[src/rtl/open_address_id_lookup_defines.svh]
// assertion macros for the open address id lookup block
// included by files that carry concurrent checks; no other dependencies
`ifndef OPEN_ADDRESS_ID_LOOKUP_DEFINES_SVH
`define OPEN_ADDRESS_ID_LOOKUP_DEFINES_SVH

`ifndef SYNTH
// antecedent implies consequent in the same cycle
`define OAIL_ASSERT_IMPLY(label, clk, rst_n, ante, cons) \
    label: assert property (@(posedge clk) disable iff (!rst_n) (ante) |-> (cons)) \
        else $error("assertion failed");
// antecedent implies consequent in the next cycle
`define OAIL_ASSERT_NEXT(label, clk, rst_n, ante, cons) \
    label: assert property (@(posedge clk) disable iff (!rst_n) (ante) |=> (cons)) \
        else $error("assertion failed");
`else
`define OAIL_ASSERT_IMPLY(label, clk, rst_n, ante, cons)
`define OAIL_ASSERT_NEXT(label, clk, rst_n, ante, cons)
`endif

`endif

[src/rtl/oail_pkg.sv]
// shared types and constants for the open address id lookup block
// no dependencies
`timescale 1ns / 1ps

package oail_pkg;

    localparam int TABLE_DEPTH = 4096;
    localparam int ADDR_W      = $clog2(TABLE_DEPTH);
    localparam int SIZE_W      = ADDR_W + 1;
    localparam int STEP_W      = 12;
    localparam int ID_W        = 16;
    localparam int LOC_W       = 16;
    localparam int DIV_STEPS   = ID_W;
    localparam int DIV_CNT_W   = $clog2(DIV_STEPS);
    localparam int CFG_IDX_W   = 1;
    localparam int CFG_DATA_W  = SIZE_W;

    localparam logic [ID_W-1:0]   EMPTY_ID   = 16'hFFFF;
    localparam logic [SIZE_W-1:0] SIZE_RESET = SIZE_W'(TABLE_DEPTH);
    localparam logic [STEP_W-1:0] STEP_RESET = 12'd79;

    localparam logic [CFG_IDX_W-1:0] REG_TABLE_SIZE = 1'b0;
    localparam logic [CFG_IDX_W-1:0] REG_PROBE_STEP = 1'b1;

    localparam logic KIND_LOAD   = 1'b0;
    localparam logic KIND_LOOKUP = 1'b1;

    localparam logic [1:0] REASON_MATCH = 2'd0;
    localparam logic [1:0] REASON_EMPTY = 2'd1;
    localparam logic [1:0] REASON_WRAP  = 2'd2;

    typedef enum logic [2:0] {
        ST_CLEAR,
        ST_IDLE,
        ST_MOD,
        ST_READ,
        ST_CHECK,
        ST_EMIT
    } oail_state_t;

    typedef struct packed {
        logic [ID_W-1:0]  id;
        logic [LOC_W-1:0] loc;
    } slot_entry_t;

    typedef struct packed {
        logic busy;
        logic done;
    } oail_mod_status_t;

endpackage

[src/rtl/oail_mod.sv]
// bit-serial remainder unit: two dividends by one shared divisor, one bit a cycle
// depends on oail_pkg
`timescale 1ns / 1ps

module oail_mod (
    input  logic                           clk,
    input  logic                           rst_n,
    input  logic                           start,
    input  logic [oail_pkg::ID_W-1:0]      dividend_a,
    input  logic [oail_pkg::STEP_W-1:0]    dividend_b,
    input  logic [oail_pkg::SIZE_W-1:0]    divisor,
    output logic [oail_pkg::ADDR_W-1:0]    rem_a,
    output logic [oail_pkg::ADDR_W-1:0]    rem_b,
    output oail_pkg::oail_mod_status_t     status
);
    import oail_pkg::*;

    logic                 busy_reg;
    logic                 done_reg;
    logic [DIV_CNT_W-1:0] cnt_reg;
    logic [ID_W-1:0]      a_reg;
    logic [ID_W-1:0]      b_reg;
    logic [ADDR_W-1:0]    ra_reg;
    logic [ADDR_W-1:0]    rb_reg;
    logic [SIZE_W-1:0]    div_reg;
    logic [SIZE_W-1:0]    ta;
    logic [SIZE_W-1:0]    tb;
    logic [ADDR_W-1:0]    ra_next;
    logic [ADDR_W-1:0]    rb_next;

    // partial remainder stays below the divisor, so the shifted value fits
    always_comb
    begin
        ta = {ra_reg, a_reg[ID_W-1]};
        tb = {rb_reg, b_reg[ID_W-1]};
        ra_next = (ta >= div_reg) ? ADDR_W'(ta - div_reg) : ta[ADDR_W-1:0];
        rb_next = (tb >= div_reg) ? ADDR_W'(tb - div_reg) : tb[ADDR_W-1:0];
    end

    always_ff @(posedge clk or negedge rst_n)
    begin
        if (!rst_n)
        begin
            busy_reg <= 1'b0;
            done_reg <= 1'b0;
            cnt_reg  <= '0;
        end
        else
        begin
            done_reg <= 1'b0;
            if (start)
            begin
                busy_reg <= 1'b1;
                cnt_reg  <= '0;
            end
            else if (busy_reg)
            begin
                cnt_reg <= cnt_reg + 1'b1;
                if (cnt_reg == DIV_CNT_W'(DIV_STEPS - 1))
                begin
                    busy_reg <= 1'b0;
                    done_reg <= 1'b1;
                end
            end
        end
    end

    always_ff @(posedge clk)
    begin
        if (start)
        begin
            a_reg   <= dividend_a;
            b_reg   <= {{(ID_W-STEP_W){1'b0}}, dividend_b};
            ra_reg  <= '0;
            rb_reg  <= '0;
            div_reg <= divisor;
        end
        else if (busy_reg)
        begin
            a_reg  <= {a_reg[ID_W-2:0], 1'b0};
            b_reg  <= {b_reg[ID_W-2:0], 1'b0};
            ra_reg <= ra_next;
            rb_reg <= rb_next;
        end
    end

    assign rem_a       = ra_reg;
    assign rem_b       = rb_reg;
    assign status.busy = busy_reg;
    assign status.done = done_reg;

endmodule

[config.mk]
export PLATFORM = sky130hd
export DESIGN_NAME = oail_mod
export DESIGN_NICKNAME = d
export VERILOG_FILES = /design/src/rtl/open_address_id_lookup_defines.svh /design/src/rtl/oail_pkg.sv /design/src/rtl/oail_mod.sv
export SDC_FILE = /design/constraint.sdc
export NUM_CORES = 1
export LEC_CHECK = 0
export BUFFER_PORTS_ARGS = -buffer_cell sky130_fd_sc_hd__buf_2
export CAP_MARGIN = 20
export CORE_UTILIZATION = 55
export DETAILED_ROUTE_END_ITERATION = 8
export GPL_ROUTABILITY_DRIVEN = 0
export GPL_TIMING_DRIVEN = 1
export PLACE_DENSITY = 0.85
export REMOVE_ABC_BUFFERS = 1
export SYNTH_ARGS = -nofsm -noshare
export SYNTH_HDL_FRONTEND = slang
export SYNTH_SLANG_ARGS = --single-unit
[constraint.sdc]
create_clock -name clk -period 2.53 [get_ports clk]
set_input_delay 0.1265 -clock clk [delete_from_list [all_inputs] [get_ports clk]]
set_output_delay 0.1265 -clock clk [all_outputs]
set_load 0.03 [all_outputs]
==> results of run 1 <==
==> per-layer routing <==
layer | GRT usage | routed length [µm]
met1 | 0.326 | 4220
met2 | 0.408 | 4720
met3 | 0.0673 | 863
met4 | 0.118 | 331
met5 | 0 | 0
==> area by class of cell <==
type	instances	area share
multi-input cells	293	0.427
flip-flops and latches	75	0.365
repair buffers	102	0.124
well taps	102	0.0240
clock buffers	9	0.0233
clock inverters	7	0.0198
inverters	24	0.0169
==> synth_stat cells (all sizes together) (12+ instances only) <==
cell type,n,area [µm²]
nand3,19,95.1
mux2,26,293
nor2,52,195
edfxtp,41,1230
nand2,15,56.3
ha,27,338
inv,24,90.1
xnor2,15,131
mux2i,13,130
a21oi,12,60.1
dfxtp,28,561
==> worst min-delay path by stage <==
| stage | slack (ps) | startpoint | to | cells past startpoint |
|---|---|---|---|---|
| 2_1_floorplan | -170 | rst_n | busy_reg$_DFF_PN0_ | 0 |
| 3_3_place_gp | -40 | rst_n | done_reg$_DFF_PN0_ | 1 |
| 3_5_place_dp | -40 | rst_n | done_reg$_DFF_PN0_ | 1 |
| 4_1_cts | 20 | dividend_a[0] | a_reg[0]$_SDFFCE_PN0P_ | 2 |
| 5_1_grt | 40 | dividend_a[0] | a_reg[0]$_SDFFCE_PN0P_ | 2 |
| 6_report | 40 | dividend_a[0] | a_reg[0]$_SDFFCE_PN0P_ | 2 |
==> timing repair <==
item / in CTS / in global routing
resized for setup: 0 / 11
hold buffers: 14 / 0
endpoints found under the hold margin: 19 / 0
setup endpoints to repair: 0 / 12
setup buffers: 0 / 1
==> power groups by stage <==
stage | registers [mW] | clock network (mW) | logic (mW)
2_1_floorplan | 1.42 | 0 | 0.231
3_3_place_gp | 1.42 | 0 | 0.345
3_5_place_dp | 1.42 | 0 | 0.361
4_1_cts | 1.39 | 1.08 | 0.380
5_1_grt | 1.40 | 1.13 | 0.430
6_report | 1.39 | 1.06 | 0.395
==> critical path, cell delays in order, from the launching register on <==
cell	delay (ps)
edfxtp_1	340
inv_1	80
ha_1	310
and3_1	210
nand4_1	210
o41ai_4	640
buf_4	240
o21ai_1	70
a311oi_1	270
==> cell families (layout without fill, tap and decap cells) <==
| kind of cell | after synthesis | in the layout |
|---|---|---|
| buffers and inverters | 43 | 142 |
| AND/OR/NAND/NOR | 119 | 119 |
| AO/OA/AOI/OAI | 84 | 84 |
| adder cells (fa/ha/maj) | 29 | 29 |
| multiplexers | 39 | 39 |
| flip-flops | 75 | 75 |
| XOR/XNOR | 22 | 22 |
==> summary.md, run 1 <==
| Metric | Value |
|---|---|
| Area grow syn2layout | `22.7%` |
| Max Slew Vio Count | `0` |
| Asr flop ratio synth | `0.0800` |
| Largest net degree at the start of global routing | `52` |
| R2R Setup Slk | `80 ps` |
| TritonCTS Buffers | `9` |
| Number of global-route vias before repair | `3617` |
| Final Util | `0.692` |
| Core box area | `7690 µm²` |
| Design area | `5320 µm²` |
| Largest family of logic cells by synthesized area | `compound AO/OA/AOI/OAI gates` |
| Worst slew margin | `0.635` |
| Layout cell share with drive strength beyond 1 | `0.288` |
| Placement Setup Slack | `110 ps` |
| Via count | `3655` |
| FMAX | `408 MHz` |
| Xor and xnor area share after synthesis | `0.0445` |
| Min-delay worst type | `in2reg` |
| # setup viols final | `0` |
| Critical path data required time | `2790 ps` |
| Hpwl dp | `6960 µm` |
| Post-synthesis compound-gate area fraction | `0.154` |
| P_sw | `729 µW` |
| Startpoint Class | `flop` |
| Tot GR Track Use | `0.256` |
| Comb pwr share | `0.138` |
| Most frequent cells in the layout | `buf_2 (69), nor2_1 (52), edfxtp_1 (41)` |
| Clk slew on worst S/H paths | `90 ps` |
| FF+latch count, synth | `75` |
| Starting density of the core | `0.564` |
| Fin. Hold Viols | `0` |
| Clock root cell | `clkbuf_8` |
| Multiplexer share of the synthesized area | `0.0976` |
| Maxcap violations | `0` |
| DR iter-0 viols | `364` |
| R2r endpoint | `rem_b[10]$_SDFFE_PP0P_` |
| Clock power share | `0.373` |
| Total global routing overflow | `0` |
| Area after DPL | `4850 µm²` |
| Register area | `1940 µm²` |
| Post-Synth Simple-Gate Area | `0.126` |
| Multi-input gate area | `2270 µm²` |
| # nets final | `578` |
| Crit path launch | `div_reg[6]$_DFFE_PP_` |
| Clk sink count | `75` |
| Pleak | `2.38 nW` |
| Post-synth EDFFs | `41` |
| Outcome | `finished clean` |
| WS Path Type | `reg2reg` |
| Die X | `90.8 µm` |
| CTS H-tree depth | `3` |
| Syn Area/Cell | `10.5 µm²` |
| # rows | `32` |
| Hold_ws | `44.5 ps` |
| Setup_tns | `0 ps` |
| Syn Std Cell Area | `4330 µm²` |
| Die Ht | `90.8 µm` |
| Drt drc | `0` |
| WL final | `10100 µm` |
| Final worst slack | `80.7 ps` |
| End of the critical path | `rem_b[10]$_SDFFE_PP0P_` |
| Worst Reg-to-Reg Cells | `8` |
| Ports | `70` |
| Int Pwr | `2.12 mW` |
| Post-layout min period | `2450 ps` |
| Sw Share | `0.256` |
| Sequential share of the synthesized area | `0.448` |
| Worst-Margin Slew | `546 ps` |
| Diodes inserted | `0` |
| Fillcell total | `566` |
| Clock Latency Late Sink | `360 ps` |
| Post-DR vias/cell | `5.97` |
| Power Total | `2.85 mW` |
| CTS tree | `yes` |
| Drt first pass iters | `6` |
| Non-filler cells, final | `612` |
| RSZ-0062 raised after global routing | `true` |
| ANT nets after route | `0` |
| Most common cell after layout, fill and taps aside | `buf_2` |
| Antenna violations before repair | `0` |
| Crit path arrival time | `2710 ps` |
| Clock buffer depth | `2` |
| Launch point of the worst reg-to-reg path | `div_reg[6]$_DFFE_PP_` |
| Period utilization | `0.968` |
| Peak supply drop | `517 µV` |
| CP Max Fanout | `7` |
| Number of distinct library cells after synthesis | `58` |
| PwrDens | `536 nW/µm²` |
| Primary FF master, synth | `edfxtp_1` |
| Wire per inst | `16.6 µm` |
| Yosys warnings | `0` |
| Crit end category | `flop` |
| IO buf count | `69` |
| Cells after synthesis | `411` |
| Die Area | `8240 µm²` |
| Inst Count DP | `580` |
| Synthesized-area fraction occupied by adder cells | `0.0872` |
| First-pass GRT wire length | `16600 µm` |
| Final setup skew | `11.1 ps` |
| Sequential Power Share | `0.489` |
Note: power is estimated with default switching activity, not from simulation.
==> run 2, diff against run 1 <==
--- a/config.mk
+++ b/config.mk
@@ -11,7 +11,7 @@
 export DETAILED_ROUTE_END_ITERATION = 8
 export GPL_ROUTABILITY_DRIVEN = 0
 export GPL_TIMING_DRIVEN = 1
-export PLACE_DENSITY = 0.85
+export PLACE_DENSITY = 0.78
 export REMOVE_ABC_BUFFERS = 1
 export SYNTH_ARGS = -nofsm -noshare
 export SYNTH_HDL_FRONTEND = slang
==> run 2 against run 1 <==
  * Global-route usage down 0.35 points
  * Die area unchanged
  * Critical path depth up 1
  * Total power down 5.1%
  * Sequential cell count unchanged
  * Worst setup slack better by 24 ps
  * First-iteration DRC count down 46%
  * Combinational power down 2%
==> summary.md, run 2 (synthesized netlist as in run 1, its figures left out) <==
| Metric | Value |
|---|---|
| Clk slew on worst S/H paths | `90 ps (about the same)` |
| Via count | `3542 (-3.1%)` |
| R2r endpoint | `rem_a[7]$_SDFFE_PP0P_` |
| Die Area | `8240 µm² (unchanged)` |
| Post-DR vias/cell | `5.84 (-2.3%)` |
| Diodes inserted | `0 (unchanged)` |
| Maxcap violations | `0 (unchanged)` |
| Drt first pass iters | `4 (-2)` |
| IO buf count | `69 (unchanged)` |
| Clock root cell | `clkbuf_8` |
| Layout cell share with drive strength beyond 1 | `0.273 (-0.0150)` |
| Hold_ws | `63.3 ps (+18.8 ps)` |
| Number of global-route vias before repair | `3464 (-4.2%)` |
| Antenna violations before repair | `0 (unchanged)` |
| Crit path depth | `9 (+1)` |
| Power Total | `2.70 mW (-5.1%)` |
| Register area | `1940 µm² (unchanged)` |
| Min-delay worst type | `in2reg` |
| Clk sink count | `75 (unchanged)` |
| Final Util | `0.680 (-0.0122)` |
| CP Max Fanout | `8 (+1)` |
| Crit path arrival time | `2670 ps (-40 ps)` |
| Fin. Hold Viols | `0 (unchanged)` |
| First-pass GRT wire length | `16400 µm (-1.1%)` |
| Die X | `90.8 µm (unchanged)` |
| TritonCTS Buffers | `9 (unchanged)` |
| Pleak | `2.32 nW (-2.5%)` |
| CTS tree | `yes` |
| Slowest cell delay on critical path | `380 ps (-260 ps)` |
| Post-layout min period | `2430 ps (-23.8 ps)` |
| CTS H-tree depth | `3 (unchanged)` |
| WS Path Type | `reg2reg` |
| Largest net degree at the start of global routing | `65 (+25%)` |
| WP buf/inv | `2 (unchanged)` |
| Non-filler cells, final | `607 (-0.82%)` |
| R2R Setup Slk | `100 ps (+20 ps)` |
| Startpoint Class | `flop` |
| Final setup skew | `10.7 ps (-0.441 ps)` |
| Tot GR Track Use | `0.253 (-0.00354)` |
| PwrDens | `517 nW/µm² (-3.4%)` |
| Die Ht | `90.8 µm (unchanged)` |
| Most common cell after layout, fill and taps aside | `buf_2` |
| RSZ-0062 raised after global routing | `true` |
| Starting density of the core | `0.564 (unchanged)` |
| Wire per inst | `16.1 µm (-2.7%)` |
| Multi-input gate area | `2250 µm² (-1.1%)` |
| Worst-path cell chain | `inv_1 > ha_1 > and3_1 > nand4_1 > o31a_1 > a41oi_4 > buf_12 > nor3_1 > a2111oi_1` |
| Total global routing overflow | `0 (unchanged)` |
| Area after DPL | `4860 µm² (about the same)` |
| FMAX | `412 MHz (+0.98%)` |
| Drt drc | `0 (unchanged)` |
| Crit path launch | `div_reg[8]$_DFFE_PP_` |
| WL final | `9780 µm (-3.5%)` |
| Crit end category | `flop` |
| Period utilization | `0.959 (-0.00941)` |
| ANT nets after route | `0 (unchanged)` |
| Design area | `5230 µm² (-1.8%)` |
| Inst Count DP | `577 (-0.52%)` |
| Clock Latency Late Sink | `350 ps (about the same)` |
| Ports | `70 (unchanged)` |
| Peak supply drop | `395 µV (-24%)` |
| Max Slew Vio Count | `0 (unchanged)` |
| Most frequent cells in the layout | `buf_2 (69), nor2_1 (52), edfxtp_1 (41)` |
| End of the critical path | `rem_a[7]$_SDFFE_PP0P_` |
| # nets final | `573 (-0.87%)` |
| Worst slew margin | `0.633 (-0.00189)` |
| # rows | `32 (unchanged)` |
| Critical path data required time | `2770 ps (-20 ps)` |
| # setup viols final | `0 (unchanged)` |
| Area grow syn2layout | `20.6%` |
| Core box area | `7690 µm² (unchanged)` |
| Slowest-stage cell, CP | `ha_1` |
| Clock buffer depth | `2 (unchanged)` |
| Launch point of the worst reg-to-reg path | `div_reg[8]$_DFFE_PP_` |
| DR iter-0 viols | `198 (-46%)` |
| Hpwl dp | `6800 µm (-2.4%)` |
| Outcome | `finished clean` |
| Fillcell total | `641 (+13%)` |
| Worst Reg-to-Reg Cells | `9 (+1)` |
| Worst-Margin Slew | `551 ps (+4.70 ps)` |
| CP delay by family, top | `compound AO/OA/AOI/OAI gates` |
## run 2: cell types whose count changed in the layout (fill, tap and decap cells not counted), sizes merged
cell	previous run	this run
buf	88	83
bufinv	2	1
clkbuf	9	10
clkinv	1	4
clkinvlp	1	0
inv	27	25
## run 2: power breakdown
group          leakage, nW  switching, mW  internal, mW  total, mW
Combinational         1.49          0.202         0.185      0.387
Sequential           0.730         0.0279          1.36       1.39
Clock               0.0983          0.467         0.458      0.925
## run 2: layout make-up
class | count | share of cell area
Sequential cell | 75 | 0.372
Inverter | 24 | 0.0172
Clock buffer | 10 | 0.0244
Tap cell | 102 | 0.0244
Multi-Input combinational cell | 293 | 0.430
Timing Repair Buffer | 97 | 0.120
Clock inverter | 6 | 0.0124
## run 2: per-layer routing
metal,part of all wire,GRT usage,up-vias
met1,0.45,0.340,1695
met3,0.061,0.0581,25
li1,-,-,1700
met2,0.46,0.380,122
met5,0,0,-
met4,0.027,0.131,0
## run 2: worst min-delay path by stage
stage,end,startpoint,slack [ps],cells after the start
after detailed placement,done_reg$_DFF_PN0_,rst_n,-40,1
after global routing,a_reg[0]$_SDFFCE_PN0P_,dividend_a[0],50,2
final,a_reg[0]$_SDFFCE_PN0P_,dividend_a[0],60,2
after floorplan,busy_reg$_DFF_PN0_,rst_n,-170,0
after global placement,done_reg$_DFF_PN0_,rst_n,-40,1
after CTS,a_reg[0]$_SDFFCE_PN0P_,dividend_a[0],50,2
## run 2: timing repair
action,in CTS,in global routing
setup buffers,0,0
endpoints found under the setup margin,0,16
hold buffers,14,0
hold endpoints to repair,19,0
gates resized for setup,0,9
## run 2: stage by stage
step | TNS (ps) | setup WS [ps]
3_5_place_dp | 0 | 112
4_1_cts | 0 | 78.3
2_1_floorplan | 0 | 30.5
6_report | 0 | 105
3_3_place_gp | 0 | 149
5_1_grt | -123 | -60.5
==> run 3, diff against run 2 <==
--- a/config.mk
+++ b/config.mk
@@ -5,13 +5,14 @@
 export SDC_FILE = /design/constraint.sdc
 export NUM_CORES = 1
 export LEC_CHECK = 0
+export ABC_AREA = 1
 export BUFFER_PORTS_ARGS = -buffer_cell sky130_fd_sc_hd__buf_2
 export CAP_MARGIN = 20
 export CORE_UTILIZATION = 55
 export DETAILED_ROUTE_END_ITERATION = 8
 export GPL_ROUTABILITY_DRIVEN = 0
 export GPL_TIMING_DRIVEN = 1
-export PLACE_DENSITY = 0.78
+export PLACE_DENSITY = 0.77
 export REMOVE_ABC_BUFFERS = 1
 export SYNTH_ARGS = -nofsm -noshare
 export SYNTH_HDL_FRONTEND = slang
==> run 3 against run 2 <==
  * Clock power shrank 3.6%
  * Routed wire length grew 10%
  * Total power rose by 18%
  * Synthesized cell count increased by 54%
  * Design area up 4.1%
  * Non-clock buffer count down 7
  * Cell count grew 36%
  * Clock-buffer cell count grew 2
  * Largest power group unchanged
==> summary.md, run 3 <==
| Metric | Value |
|---|---|
| Setup_tns | `0 ps (unchanged)` |
| First-pass GRT wire length | `17700 µm (+7.9%)` |
| Area after DPL | `5110 µm² (+5.3%)` |
| FF+latch count, synth | `75 (unchanged)` |
| Yosys warnings | `0 (unchanged)` |
| Layout cell share with drive strength beyond 1 | `0.157 (-0.117)` |
| ANT nets after route | `0 (unchanged)` |
| Wire per inst | `13.1 µm (-19%)` |
| Clock buffer depth | `2 (unchanged)` |
| DR iter-0 viols | `247 (+25%)` |
| Period utilization | `0.828 (-0.131)` |
| Hold buffer count at CTS | `14 (unchanged)` |
| Worst-Margin Slew | `797 ps (+246 ps)` |
| Total global routing overflow | `0 (unchanged)` |
| Starting density of the core | `0.570 (+0.00617)` |
| # setup viols final | `0 (unchanged)` |
| Clk slew on worst S/H paths | `80 ps (about the same)` |
| Core box area | `8220 µm² (+6.9%)` |
| # nets final | `789 (+38%)` |
| Syn Std Cell Area | `4680 µm² (+8.1%)` |
| Clock Latency Late Sink | `350 ps (about the same)` |
| Largest net degree at the start of global routing | `35 (-46%)` |
| Number of distinct library cells after synthesis | `34 (-41%)` |
| CTS tree | `yes` |
| FMAX | `478 MHz (+16%)` |
| Drt drc | `0 (unchanged)` |
| Clock root cell | `clkbuf_8` |
| Post-synth EDFFs | `41 (unchanged)` |
| Antenna violations before repair | `0 (unchanged)` |
| Most frequent cells in the layout | `nand2_1 (254), inv_1 (97), buf_2 (69)` |
| Startpoint Class | `flop` |
| Via count | `4278 (+21%)` |
| Die X | `94.3 µm (+3.9%)` |
| Hpwl dp | `7950 µm (+17%)` |
| Outcome | `finished clean` |
| CP Max Fanout | `15 (+7)` |
| Min-delay worst type | `in2reg` |
| Pleak | `2.95 nW (+27%)` |
| Design area | `5440 µm² (+4.1%)` |
| Inst Count DP | `796 (+38%)` |
| Most common cell after layout, fill and taps aside | `nand2_1` |
| Top post-synthesis cells by count | `nand2_1 (254), inv_1 (97), nand3_1 (45)` |
| Max Slew Vio Count | `0 (unchanged)` |
| Area grow syn2layout | `16.1%` |
| RSZ-0062 raised after global routing | `false` |
| Die Ht | `94.3 µm (+3.9%)` |
| Diodes inserted | `0 (unchanged)` |
| R2R Setup Slk | `440 ps (+330 ps)` |
| Drt first pass iters | `6 (+2)` |
| Sequential share of the synthesized area | `0.415 (-0.0334)` |
| WL final | `10800 µm (+10%)` |
| Clk sink count | `75 (unchanged)` |
| Crit end category | `flop` |
| Ports | `70 (unchanged)` |
| Launch point of the worst reg-to-reg path | `div_reg[2]$_DFFE_PP_` |
| Cells after synthesis | `632 (+54%)` |
| CTS H-tree depth | `3 (unchanged)` |
| Post-CTS Resized | `0 (unchanged)` |
| Asr flop ratio synth | `0.0800 (unchanged)` |
| Fin. Hold Viols | `0 (unchanged)` |
| Top-count cell post-synth | `nand2_1` |
| Critical path data required time | `2780 ps (about the same)` |
| Final setup skew | `7.81 ps (-2.87 ps)` |
| PwrDens | `588 nW/µm² (+14%)` |
| Primary FF master, synth | `edfxtp_1` |
| WS Path Type | `reg2reg` |
| Number of global-route vias before repair | `3995 (+15%)` |
| IO buf count | `69 (unchanged)` |
| Non-filler cells, final | `826 (+36%)` |
| Post-DR vias/cell | `5.18 (-11%)` |
| # rows | `33 (+3.1%)` |
| Peak supply drop | `372 µV (-6.0%)` |
| Die Area | `8890 µm² (+7.9%)` |
| Maxcap violations | `0 (unchanged)` |
| Setup Fix Bufs, Post-CTS | `0 (unchanged)` |
| Critical hold path startpoint | `dividend_a[7]` |
| Largest cells by area after synthesis | `edfxtp_1 (26%), nand2_1 (20%), dfxtp_1 (12%), inv_1 (7.8%), ha_1 (7.2%)` |
| TritonCTS Buffers | `9 (unchanged)` |
| Tot GR Track Use | `0.259 (+0.00633)` |
| Crit path arrival time | `2350 ps (-320 ps)` |
| Cell taking the most area after synthesis | `edfxtp_1` |
| Syn Area/Cell | `7.41 µm² (-30%)` |
| Worst slew margin | `0.468 (-0.164)` |
| Crit path launch | `div_reg[2]$_DFFE_PP_` |
| Share of the synthesized area in the top cell type | `0.263 (-0.0212)` |
| Post-layout min period | `2090 ps (-332 ps)` |
==> run 3: where the power goes <==
part           leakage (nW)  switching [mW]  internal [mW]  total [mW]
sequential            0.740          0.0618           1.39        1.45
clock                0.0939           0.474          0.418       0.892
combinational          2.11           0.544          0.311       0.855
total                  2.95            1.08           2.12        3.20
==> run 3: cell families after synthesis <==
group	synth area share
flops	0.415
fa+ha+maj	0.0807
buf+inv	0.101
simple gates	0.353
compound gates	0.0307
xor+xnor	0.0206
==> run 3: metrics by stage <==
step / hold WS, ps / util / setup slack (ps) / power [mW]
4_1_cts: 19.7 / 0.662 / 448 / 3.22
2_1_floorplan: -169 / - / 49.8 / 2.08
6_report: 34.7 / 0.662 / 436 / 3.20
3_5_place_dp: -43.9 / 0.622 / 467 / 2.31
3_3_place_gp: -49.3 / 0.622 / 551 / 2.28
5_1_grt: 24.8 / 0.662 / 272 / 3.37
==> run 3: routing by layer <==
metal | vias to the layer above | global-route usage | wire [µm] | share of wire
li1 | 2177 | - | - | -
met1 | 1918 | 0.297 | 4590 | 0.42
met2 | 152 | 0.454 | 5220 | 0.48
met3 | 31 | 0.0469 | 632 | 0.059
met4 | 0 | 0.137 | 361 | 0.033
met5 | - | 0 | 0 | 0
==> run 3: area by class of cell <==
cell class	instances	area, µm²
clock buffers	12	155
flip-flops and latches	75	1940
well taps	105	131
fillers	705	2780
repair buffers	90	538
clock inverters	4	31.3
inverters	99	372
multi-input cells	441	2270
==> run 3: worst max-delay path, cell delays in order, from the launching register on <==
cell and delay, ps:
edfxtp_1 350, inv_1 70, ha_1 390, nand2_1 100
nor2_1 300, nand4_4 260, nand3_4 280, nand3_2 110
nand3_1 80, nand2_1 50
==> run 3: path summary, 6_finish.rpt <==
path                       cells past startpoint                     end
setup / recovery                               9   rem_a[7]$_SDFFE_PP0P_
hold / removal                                 3      a_reg[7]$_DFFE_PP_
setup reg to reg                               9   rem_a[7]$_SDFFE_PP0P_
hold reg to reg                                1  cnt_reg[3]$_DFFE_PN0P_
max in group asynchronous                      2  cnt_reg[2]$_DFFE_PN0P_
min in group asynchronous                      2  cnt_reg[3]$_DFFE_PN0P_
